`src/sv/hmt_pkg.sv`:
```
// ----------------------------------------------------------------------------
// hmt_pkg
// Shared types and constants of the heartbeat membership table.
// ----------------------------------------------------------------------------
package hmt_pkg;

  localparam int unsigned ENTRIES_DEF = 64;

  localparam int unsigned ID_W    = 8;
  localparam int unsigned PORT_W  = 16;
  localparam int unsigned HB_W    = 32;
  localparam int unsigned TIME_W  = 32;
  localparam int unsigned PER_W   = 16;
  localparam int unsigned OCNT_W  = 7;
  localparam int unsigned CIDX_W  = 4;
  localparam int unsigned CDATA_W = 16;

  localparam logic [ID_W-1:0]  SELF_ID_RST        = 8'd1;
  localparam logic [ID_W-1:0]  MAX_ID_RST         = 8'd63;
  localparam logic [PER_W-1:0] GOSSIP_PERIOD_RST  = 16'd2;
  localparam logic [PER_W-1:0] REMOVE_TIMEOUT_RST = 16'd20;

  typedef enum logic [1:0] {
    CMD_TICK  = 2'd0,
    CMD_MERGE = 2'd1,
    CMD_JOIN  = 2'd2
  } cmd_e;

  typedef enum logic [2:0] {
    ST_TICK      = 3'd0,
    ST_UPDATED   = 3'd1,
    ST_UNCHANGED = 3'd2,
    ST_ADDED     = 3'd3,
    ST_REJECTED  = 3'd4,
    ST_FULL      = 3'd5
  } status_e;

  typedef enum logic [CIDX_W-1:0] {
    REG_SELF_ID        = 4'd0,
    REG_MAX_ID         = 4'd1,
    REG_GOSSIP_PERIOD  = 4'd2,
    REG_REMOVE_TIMEOUT = 4'd3
  } reg_idx_e;

  typedef struct packed {
    logic [1:0]        command;
    logic [ID_W-1:0]   member_id;
    logic [PORT_W-1:0] member_port;
    logic [HB_W-1:0]   member_heartbeat;
  } item_t;

  typedef struct packed {
    logic [2:0]        status;
    logic              gossip_due;
    logic [OCNT_W-1:0] removed_count;
    logic [OCNT_W-1:0] member_count;
    logic [HB_W-1:0]   own_heartbeat;
  } result_t;

  typedef struct packed {
    logic [CIDX_W-1:0]  index;
    logic [CDATA_W-1:0] value;
  } cfg_t;

  typedef struct packed {
    logic [ID_W-1:0]   id;
    logic [PORT_W-1:0] port;
    logic [HB_W-1:0]   heartbeat;
    logic [TIME_W-1:0] stamp;
  } entry_t;

  typedef struct packed {
    logic self_match;
    logic member_match;
    logic aged;
    logic hb_less;
  } cmp_flags_t;

endpackage

```
`src/sv/hmt_cmp_unit.sv`:
```
// ----------------------------------------------------------------------------
// hmt_cmp_unit
// Compare unit shared by every scan step: id matches, age check, heartbeat.
// ----------------------------------------------------------------------------
module hmt_cmp_unit (
  input  hmt_pkg::entry_t                 entry_i,
  input  logic [hmt_pkg::ID_W-1:0]        self_id_i,
  input  logic [hmt_pkg::ID_W-1:0]        member_id_i,
  input  logic [hmt_pkg::HB_W-1:0]        heartbeat_i,
  input  logic [hmt_pkg::TIME_W-1:0]      now_i,
  input  logic [hmt_pkg::PER_W-1:0]       timeout_i,
  output hmt_pkg::cmp_flags_t             flags_o
);

  logic [hmt_pkg::TIME_W-1:0] age;

  assign age = now_i - entry_i.stamp;

  always_comb begin
    flags_o.self_match   = (entry_i.id == self_id_i);
    flags_o.member_match = (entry_i.id == member_id_i);
    flags_o.aged         = (age > hmt_pkg::TIME_W'(timeout_i));
    flags_o.hb_less      = (entry_i.heartbeat < heartbeat_i);
  end

endmodule

```
`config.mk`:
```
export PLATFORM = sky130hd
export DESIGN_NAME = hmt_cmp_unit
export DESIGN_NICKNAME = d
export VERILOG_FILES = /design/src/sv/hmt_pkg.sv /design/src/sv/hmt_cmp_unit.sv
export SDC_FILE = /design/constraint.sdc
export NUM_CORES = 1
export LEC_CHECK = 0
export ABC_CLOCK_PERIOD_IN_PS = 5800
export BUFFER_PORTS_ARGS = -buffer_cell sky130_fd_sc_hd__buf_2
export CAP_MARGIN = 20
export CORE_MARGIN = 5
export CORE_UTILIZATION = 47
export DETAILED_ROUTE_END_ITERATION = 6
export PLACE_DENSITY_LB_ADDON = 0.3
export SLEW_MARGIN = 20
export SYNTH_ARGS = -nofsm -noshare
export SYNTH_HDL_FRONTEND = slang
export SYNTH_SLANG_ARGS = --single-unit
```
`constraint.sdc`:
```
create_clock -name vclk -period 5.8
set_input_delay 0.29 -clock vclk [all_inputs]
set_output_delay 0.29 -clock vclk [all_outputs]
set_load 0.005 [all_outputs]
```
# --- Word level (Yosys, flattened, before mapping) ---
# Index checks and enable logic that the tools add are counted.
op_classes:
  n_addsub: 1
  n_mul: 0
  n_div: 0
  magnitude_cmp: 2
  eq_ne: 2
  shift: 0
  muxes: 0
  bitwise: 0
  reduce_logical: 0
op_table:
  columns: ["op", "n"]
  rows:
  - ["32-bit by 16-bit > comparator with 1-bit output", 1]
  - ["32-bit < comparator", 1]
  - ["32-bit subtractor", 1]
  - ["8-bit == test", 2]
totals:
  regBits: 0
  latchBits: 0
  ram_bits: 0
  romBits: 0
  in_bits: 184
  output_inout_bits: 4
  elab_cells: 5
  mem_count: 0

# --- Depth between registers and ports, before layout ---
# Gate-level depths: netlist of the first run.
logic_depth:
  ltp_word: 2
  mapped_depth: 18
  mapped_depth_nobuf: 18

# --- Least setup slack after synthesis of the first run ---
# OpenSTA, ideal clock, no wires.
synth_timing:
  kind: "input-to-output"
  start: "input port entry_i[4] (netlist name)"
  end: "output port flags_o[1] (netlist name)"
  t_arrival_ns: 4.206
  t_required_ns: 5.510
  slack_ns: 1.304
  stages: 18
  n_path_buf: 0
  cell_sequence: "inv_1 > ha_1 > and2_1 > a221oi_1 > a21oi_1 > o41ai_1 > o21ai_0 > a31oi_1 > xnor2_1 > ha_1 > nand4_1 > a21oi_1 > a211oi_1 > a21oi_1 > or4_1 > or3b_1 > nor4_2 > nand4_1"
synth_rtl:
  columns: ["item", "line", "source"]
  rows:
  - ["start, declared", "hmt_cmp_unit.sv:6", "input hmt_pkg::entry_t entry_i,"]
  - ["end, declared", "hmt_cmp_unit.sv:12", "output hmt_pkg::cmp_flags_t flags_o"]

==> impl.org, run 1 <==
** Run status
- The run finished with clean final reports.

** Cells and area
- Relative to the synthesized area, the layout overhead comes to 28.34%.
- For this run, the share of the core covered by cells in the final layout is 0.6214.
- Register Area :: 0 um^2
- Counting the clock-network buffers in the layout gives 0.
- Filler instances :: between 600 and 700
- In the finished design the tool counted flip-flops and latches totalling 0.
- Nets :: ~900
- Of the cells placed in the final design, the portion with a size suffix greater than 1 is 0.2835.
- The repair_antennas step left the layout with diodes totalling 0.

** Synthesis
- The cell area that synthesis handed to floorplanning was between 3000 and 4000 um^2.
- Net count of the mapped netlist :: ~750
- Of the total synthesized cell area, the portion taken by full adders, half adders and majority gates is 0.3028.
- The share of the Yosys chip area taken by registers is 0.
- The portion of synthesized area spent on multiplexers is 0.01217.
- For this run, the number of Yosys warnings is 0.
- Cell taking the most area after synthesis :: ha_1
- Count of unique library cells instantiated by Yosys :: slightly below 60
- Among all cell types in the netlist, the one instantiated most often is inv_1.
- The share of synthesized area in the top cell type comes to 0.2967.
- Compound-cell area share of the yosys netlist :: 0.2526
- Of the total synthesized cell area, the portion taken by XOR and XNOR cells is 0.1038.
- Synthesis produced a netlist whose cell count is between 400 and 500.
- Most used standard cells in the synthesized netlist :: 91 x inv_1, 78 x ha_1, 48 x a21oi_1
- Of the total synthesized cell area, the portion taken by AND, OR, NAND and NOR gates is 0.2077.
- Largest family of logic cells by synthesized area :: adder cells
- Average footprint of a synthesized cell :: a little under 7 um^2
- Cell types occupying the most area after synthesis :: ha_1 30%, inv_1 10%, xnor2_1 8.0%

** Timing
- Based on the critical path, the design can be clocked at up to about 200 MHz.
- Tightest slew margin relative to the limit :: 0.3963
- Final critical-path setup slack :: between 900 and 1000 ps
- Pin slew with the least headroom to its limit :: roughly 900 ps
- Setup repair after global routing missed its margin :: no
- Final worst path period share :: 0.8443
- Final number of setup-violating endpoints :: 0
- Across all hold checks on the routed design, the worst slack comes to about 940 ps.
- Summed over all failing endpoints, the final setup total negative slack is 0 ps.
- Number of slew-limit violations in the final report :: 0
- The smallest clock period supported by the final layout is computed as 4897 ps.
- Final Hold Fails :: 0

** Placement
- Half-perimeter wire length after detailed placement :: roughly 8700 um
- At the end of routability-driven placement, the weighted congestion stood at 0.9032.
- Worst slack at placement :: 965.0 ps
- Buffers on Ports :: 172

** Clocking
- In this run, post-CTS repair resized a total of 0 instances.
- Buffers added to address setup during post-CTS repair amount to 0.
- In this run, post-CTS hold repair placed 0 buffers.

** Floorplanning
- Overall die height :: between 90 and 100 um
- After floorplanning, the core was divided into 30 placement rows.
- Area inside the core boundary :: slightly below 7000 um^2
- Width of the die :: 93.66 um
- The die covers 8772 um^2.
- The initial utilization of the core area, before any placement, comes to 0.4842.
- For this design the top-level I/O count stands at between 150 and 200.

** Setup path
- The critical path in this run is classified as in2out.
- Among cell families on the critical path, the largest total delay comes from simple AND/OR/NAND/NOR gates.
- Of all nets on the critical path, the largest fanout is 4.
- For the worst setup path, the data arrival time is around 4600 ps.
- The worst setup path is launched from a primary input.
- Counting stages on the worst path, the most repeated cell is a21oi_1.
- Slowest library cell on the worst path :: or4_1
- The largest single stage delay on the critical path is roughly 500 ps.
- The signal on the critical path passes through buf_2, inv_1, ha_1, and2_1, a221oi_1, a21oi_1, o41ai_1, buf_4, o21ai_0, a31oi_1, xnor2_1, ha_1, nand4_1, a21oi_1, a211oi_1, a21oi_1, or4_1, or3b_1, nor4_2, nand4_1, buf_2.
- CP Buf/Inv Count :: 4
- STA classifies the critical path endpoint as an output port.
- STA puts the critical path data required time at 5510 ps.

** Pwr
- Post-route total power :: 397.2 uW
- Static Leakage :: around 2.5 nW
- PwrDens :: ~94 nW/um^2
- IR drop worst, VDD :: ~0.000041 V

** Global route
- Largest net degree at the start of global routing :: 11
- Via count of the first global-routing pass :: between 3k and 4k
- Number of antenna violations at the first check in global routing :: 0
- Overall Global Routing Usage :: 0.2072
- For this run the aggregate overflow at the end of global routing stands at 0.
- Global-route wire length before repair :: about 16000 um

** Routing
- The final layout contains routed wiring with a total length of ~9500 um.
- 1st-pass router iterations :: 4
- In this run the remaining antenna-violating nets after routing total 0.
- In the final routed layout, each cell accounts on average for 12.82 um.
- Post-detailed-route DRC marker count :: 0
- Summing over every cut layer, the via total after detailed routing is between 3k and 4k.
- The first routing iteration left about 140 violations.
- After detailed routing, the number of vias per cell comes to 5.238.

** Job
- Maximum Capacitance Violations :: 0

** Min path
- The tightest min-delay check is of the in2out type.
-- metal layers --
metal | GRT usage | wire length (um) | part of all wire
met4 | 0.01564 | 34 | 0.0036
met5 | 0 | 0 | 0
met1 | 0.2435 | 3899 | 0.41
met3 | 0.04006 | 857 | 0.090
met2 | 0.4002 | 4758 | 0.50
-- layout make-up --
cell class	instances	area, um^2	share of cell area
multi-input combinational	385	2892	0.6849
inverter	91	341.6	0.08091
timing repair buffer	173	868.3	0.2057
tap	96	120.1	0.02845
-- power breakdown --
part           switching [mW]  leakage, nW  internal [mW]  total, mW
Clock                       0            0              0          0
Sequential                  0            0              0          0
Combinational           0.210         2.45          0.188      0.397
Total                   0.210         2.45          0.188      0.397
-- layout by cell type (no fill, tap or decap), types with 3 or more instances in the layout --
master,count
inv_1,91
o21a_1,3
nand4_1,19
nand2_1,30
mux2i_1,4
buf_2,172
o31ai_1,3
nor2_1,26
nor2b_1,6
and4_1,3
o211ai_1,5
nor3_1,8
ha_1,78
a221oi_1,4
o21ai_0,21
a21o_1,16
nand3_1,14
xnor2_1,30
a31oi_1,7
a211oi_1,6
a21oi_1,48
nand2b_1,7
xor2_1,9
-- worst paths after layout --
path | start | endpoint | slack, ps | cells past startpoint
min | self_id_i[0] | flags_o[3] | 940 | 5
max | entry_i[4] | flags_o[1] | 900 | 21
-- logic make-up after synthesis --
| logic type | after synthesis |
|---|---|
| simple gates | 131 |
| mux | 4 |
| buf+inv | 100 |
| xor+xnor | 39 |
| fa+ha+maj | 79 |
| compound gates | 132 |
-- stage by stage --
step                      cells  instance area, um^2
final                       745                 4222
after global placement      745                 4222
after detailed placement    745                 4222
after global routing        745                 4222
after CTS                   745                 4222
after floorplan             485                 3289
Note: power is estimated with default switching activity, not from simulation.
==> run 2: changes to the inputs <==
ABC_CLOCK_PERIOD_IN_PS = 4200   (was 5800)
CORE_UTILIZATION = 43   (was 47)
clock period = 4.2 ns   (was 5.8 ns; I/O delays follow)
==> run 2 against run 1 <==
  * The flow now finishes with violations (negative setup slack)
  * Sequential cell count is the same
  * Critical path type unchanged
  * Global-route usage is essentially flat
  * First-iteration DRC count grew 23%
  * Hold slack lost 160 ps
  * Largest power group unchanged
  * Power grew 56%
  * Routed wire length grew 8.6%
  * Count of clock-buffer cells in the layout is the same
  * Critical path depth shrank 2
  * Die area grew 8.3%
  * Cell count grew 4.2%
  * Cell area grew 8.4%
==> impl.org, run 2 (synthesis gave the netlist of run 1 again) <==
** Cells and area
- Total non-filler cell area in the finished layout :: 4578 um^2 (was 4222 um^2)
- The most common library cell in the layout ignoring fill and taps is buf_2 (unchanged).
- The final antenna diode count was 0 (unchanged).
- The fraction of final layout cells sized beyond drive strength 1 is 0.3353 (was 0.2835).
- Synthesis-to-layout area growth :: 39.18% (was 28.34%)
- Highest-count cells in the layout ignoring fill and taps: 167 x buf_2, 89 x inv_1, 75 x ha_1 (was 172 x buf_2, 91 x inv_1, 78 x ha_1).
- Seq Cell Count :: 0 (unchanged)
- The fraction of the core area covered by cells at the end of the flow was 0.6212 (was 0.6214).
- The number of clock buffers in the layout is 0 (unchanged).
- Register Area :: 0 um^2 (unchanged)
- Nets :: 942 (was 914)

** Setup path
- The cell class contributing the biggest share of worst-path delay was simple AND/OR/NAND/NOR gates (unchanged).
- CP Buf/Inv Count :: 3 (was 4)
- Data required time of the worst path :: 3990 ps (was 5510 ps)
- The critical path's largest stage delay is 480 ps (was 500 ps).
- Worst-path cell chain: buf_6, ha_4, and2_4, a221oi_4, a21oi_2, o41ai_2, o21ai_1, a31oi_1, xnor2_1, ha_1, nand4_1, buf_4, nor4_2, a21oi_1, or4_1, or3b_4, nor4_4, nand4_1, buf_2 (was buf_2, inv_1, ha_1, and2_1, a221oi_1, a21oi_1, o41ai_1, buf_4, o21ai_0, a31oi_1, xnor2_1, ha_1, nand4_1, a21oi_1, a211oi_1, a21oi_1, or4_1, or3b_1, nor4_2, nand4_1, buf_2).
- The critical path launch point type is a primary input (unchanged).
- Slowest library cell on the worst path :: or4_1 (unchanged)
- The kind of critical path is in2out (unchanged).
- CP dominant cell by count :: nand4_1 (was a21oi_1)
- The highest net fanout along the worst path is 3 (was 4).
- Arrival time at the worst endpoint :: 4010 ps (was 4610 ps)
- The type of destination of the critical path is an output port (unchanged).
- Critical path depth in cells :: 19 (was 21)

** Timing
- The number of endpoints failing setup at the final stage is 1 (was 0).
- Pin slew with the least headroom to its limit :: 977.8 ps (was 894.1 ps)
- Setup repair after global routing missed its margin: yes (was no).
- Hold WS :: 771.5 ps (was 936.2 ps)
- The least setup slack across all paths after layout is -24.58 ps (was 902.8 ps).
- Static timing analysis puts the maximum clock frequency at 236.7 MHz.
- The relative slew slack is 0.3399 (was 0.3963).
- Final worst path period share :: 1.006
- Minimum clock period :: 4225 ps
- Final Hold Fails :: 0 (unchanged)
- Number of slew-limit violations in the final report :: 0 (unchanged)

** Routing
- Total number of vias :: 4100 (was 3902)
- The overall routed net length is 10370 um (was 9549 um).
- 1st-pass router iterations :: 5 (was 4)
- Number of vias per cell after detailed routing :: 5.284 (was 5.238)
- The residual DRC count is 0 (unchanged).
- The iteration-0 DRC count of the detailed router came to 166 (was 135).
- Detail Route Antenna Nets :: 0 (unchanged)
- DR WL/cell :: 13.36 um (was 12.82 um)

** Floorplanning
- The number of cell rows was 31 (was 30).
- Area inside the core boundary :: 7370 um^2 (was 6794 um^2)
- Width of the die :: 97.47 um (was 93.66 um)
- The die area was 9499 um^2 (was 8772 um^2).
- The die height is 97.47 um (was 93.66 um).
- Total I/O pin count :: 188 (unchanged)
- Initial core utilization :: 0.4463 (was 0.4842)

** Pwr
- The power per standard cell area is 135.5 nW/um^2 (was 94.10 nW/um^2).
- IR drop worst, VDD :: 0.00005446 V (was 0.00004150 V)
- Static Leakage :: 2.621 nW (was 2.452 nW)
- Post-route total power :: 620.3 uW (was 397.2 uW)

** Run status
- The checks that failed: negative setup slack.
- Run status :: finished with violations (was finished clean)

** Placement
- The half-perimeter wire length of the detailed placement result is 9155 um (was 8691 um).
- Worst slack at placement :: -364.7 ps (was 965.0 ps)
- The routability-driven placement congestion ratio came to 0.9249 (was 0.9032).
- Buffers on Ports :: 172 (unchanged)
- The cell area after placement came to 4345 um^2 (was 4222 um^2).

** Global route
- Via count of the first global-routing pass :: 4193 (was 3960)
- Total overflow reported by the global router :: 0 (unchanged)
- Global-route wire length before repair :: 17460 um (was 15770 um)
- Overall Global Routing Usage :: 0.2070 (was 0.2072)
- The number of antenna violations at the first check in global routing came to 0 (unchanged).
- Largest net degree at the start of global routing :: 11 (unchanged)

** Job
- Maximum Capacitance Violations :: 0 (unchanged)

** Min path
- The path class of the lowest-slack min-delay path is in2out (unchanged).
- Worst hold path depth :: 5 (unchanged)

** Clocking
- The post-cts hold buffer count came to 0 (unchanged).
-- run 2: per-layer routing --
layer  GRT usage  share of wire  up-vias
li1            -              -     2094
met1      0.2351           0.40     1802
met2      0.3901           0.49      179
met3     0.04451          0.085       25
met4     0.04792          0.024        0
met5           0              0        -
-- run 2: final cells by class --
| class | instances | area, um^2 |
|---|---|---|
| Fill cell | 704 | 2791 |
| Tap cell | 99 | 123.9 |
| Multi-Input combinational cell | 385 | 3000 |
| Inverter | 91 | 344.1 |
| Timing Repair Buffer | 201 | 1110 |
-- run 2: power breakdown --
group	switching (mW)	internal (mW)	total, mW
Clock	0	0	0
Sequential	0	0	0
Combinational	0.313	0.308	0.620
Total	0.313	0.308	0.620
-- run 2: final timing paths --
path / slack [ps] / endpoint / startpoint
setup / recovery: -20 / flags_o[1] / now_i[4]
hold / removal: 770 / flags_o[3] / self_id_i[0]
-- run 2: repair_timing --
item,in CTS,in global routing
setup buffers,12,1
endpoints found under the setup margin,1,1
pin swaps,24,5
resized for setup,20,5
-- run 2: stage by stage --
step | setup TNS, ps | instances
after floorplan | 0 | 485
after global placement | -230.3 | 763
after detailed placement | -364.7 | 763
after CTS | -36.01 | 775
after global routing | -298.6 | 776
final | -24.58 | 776
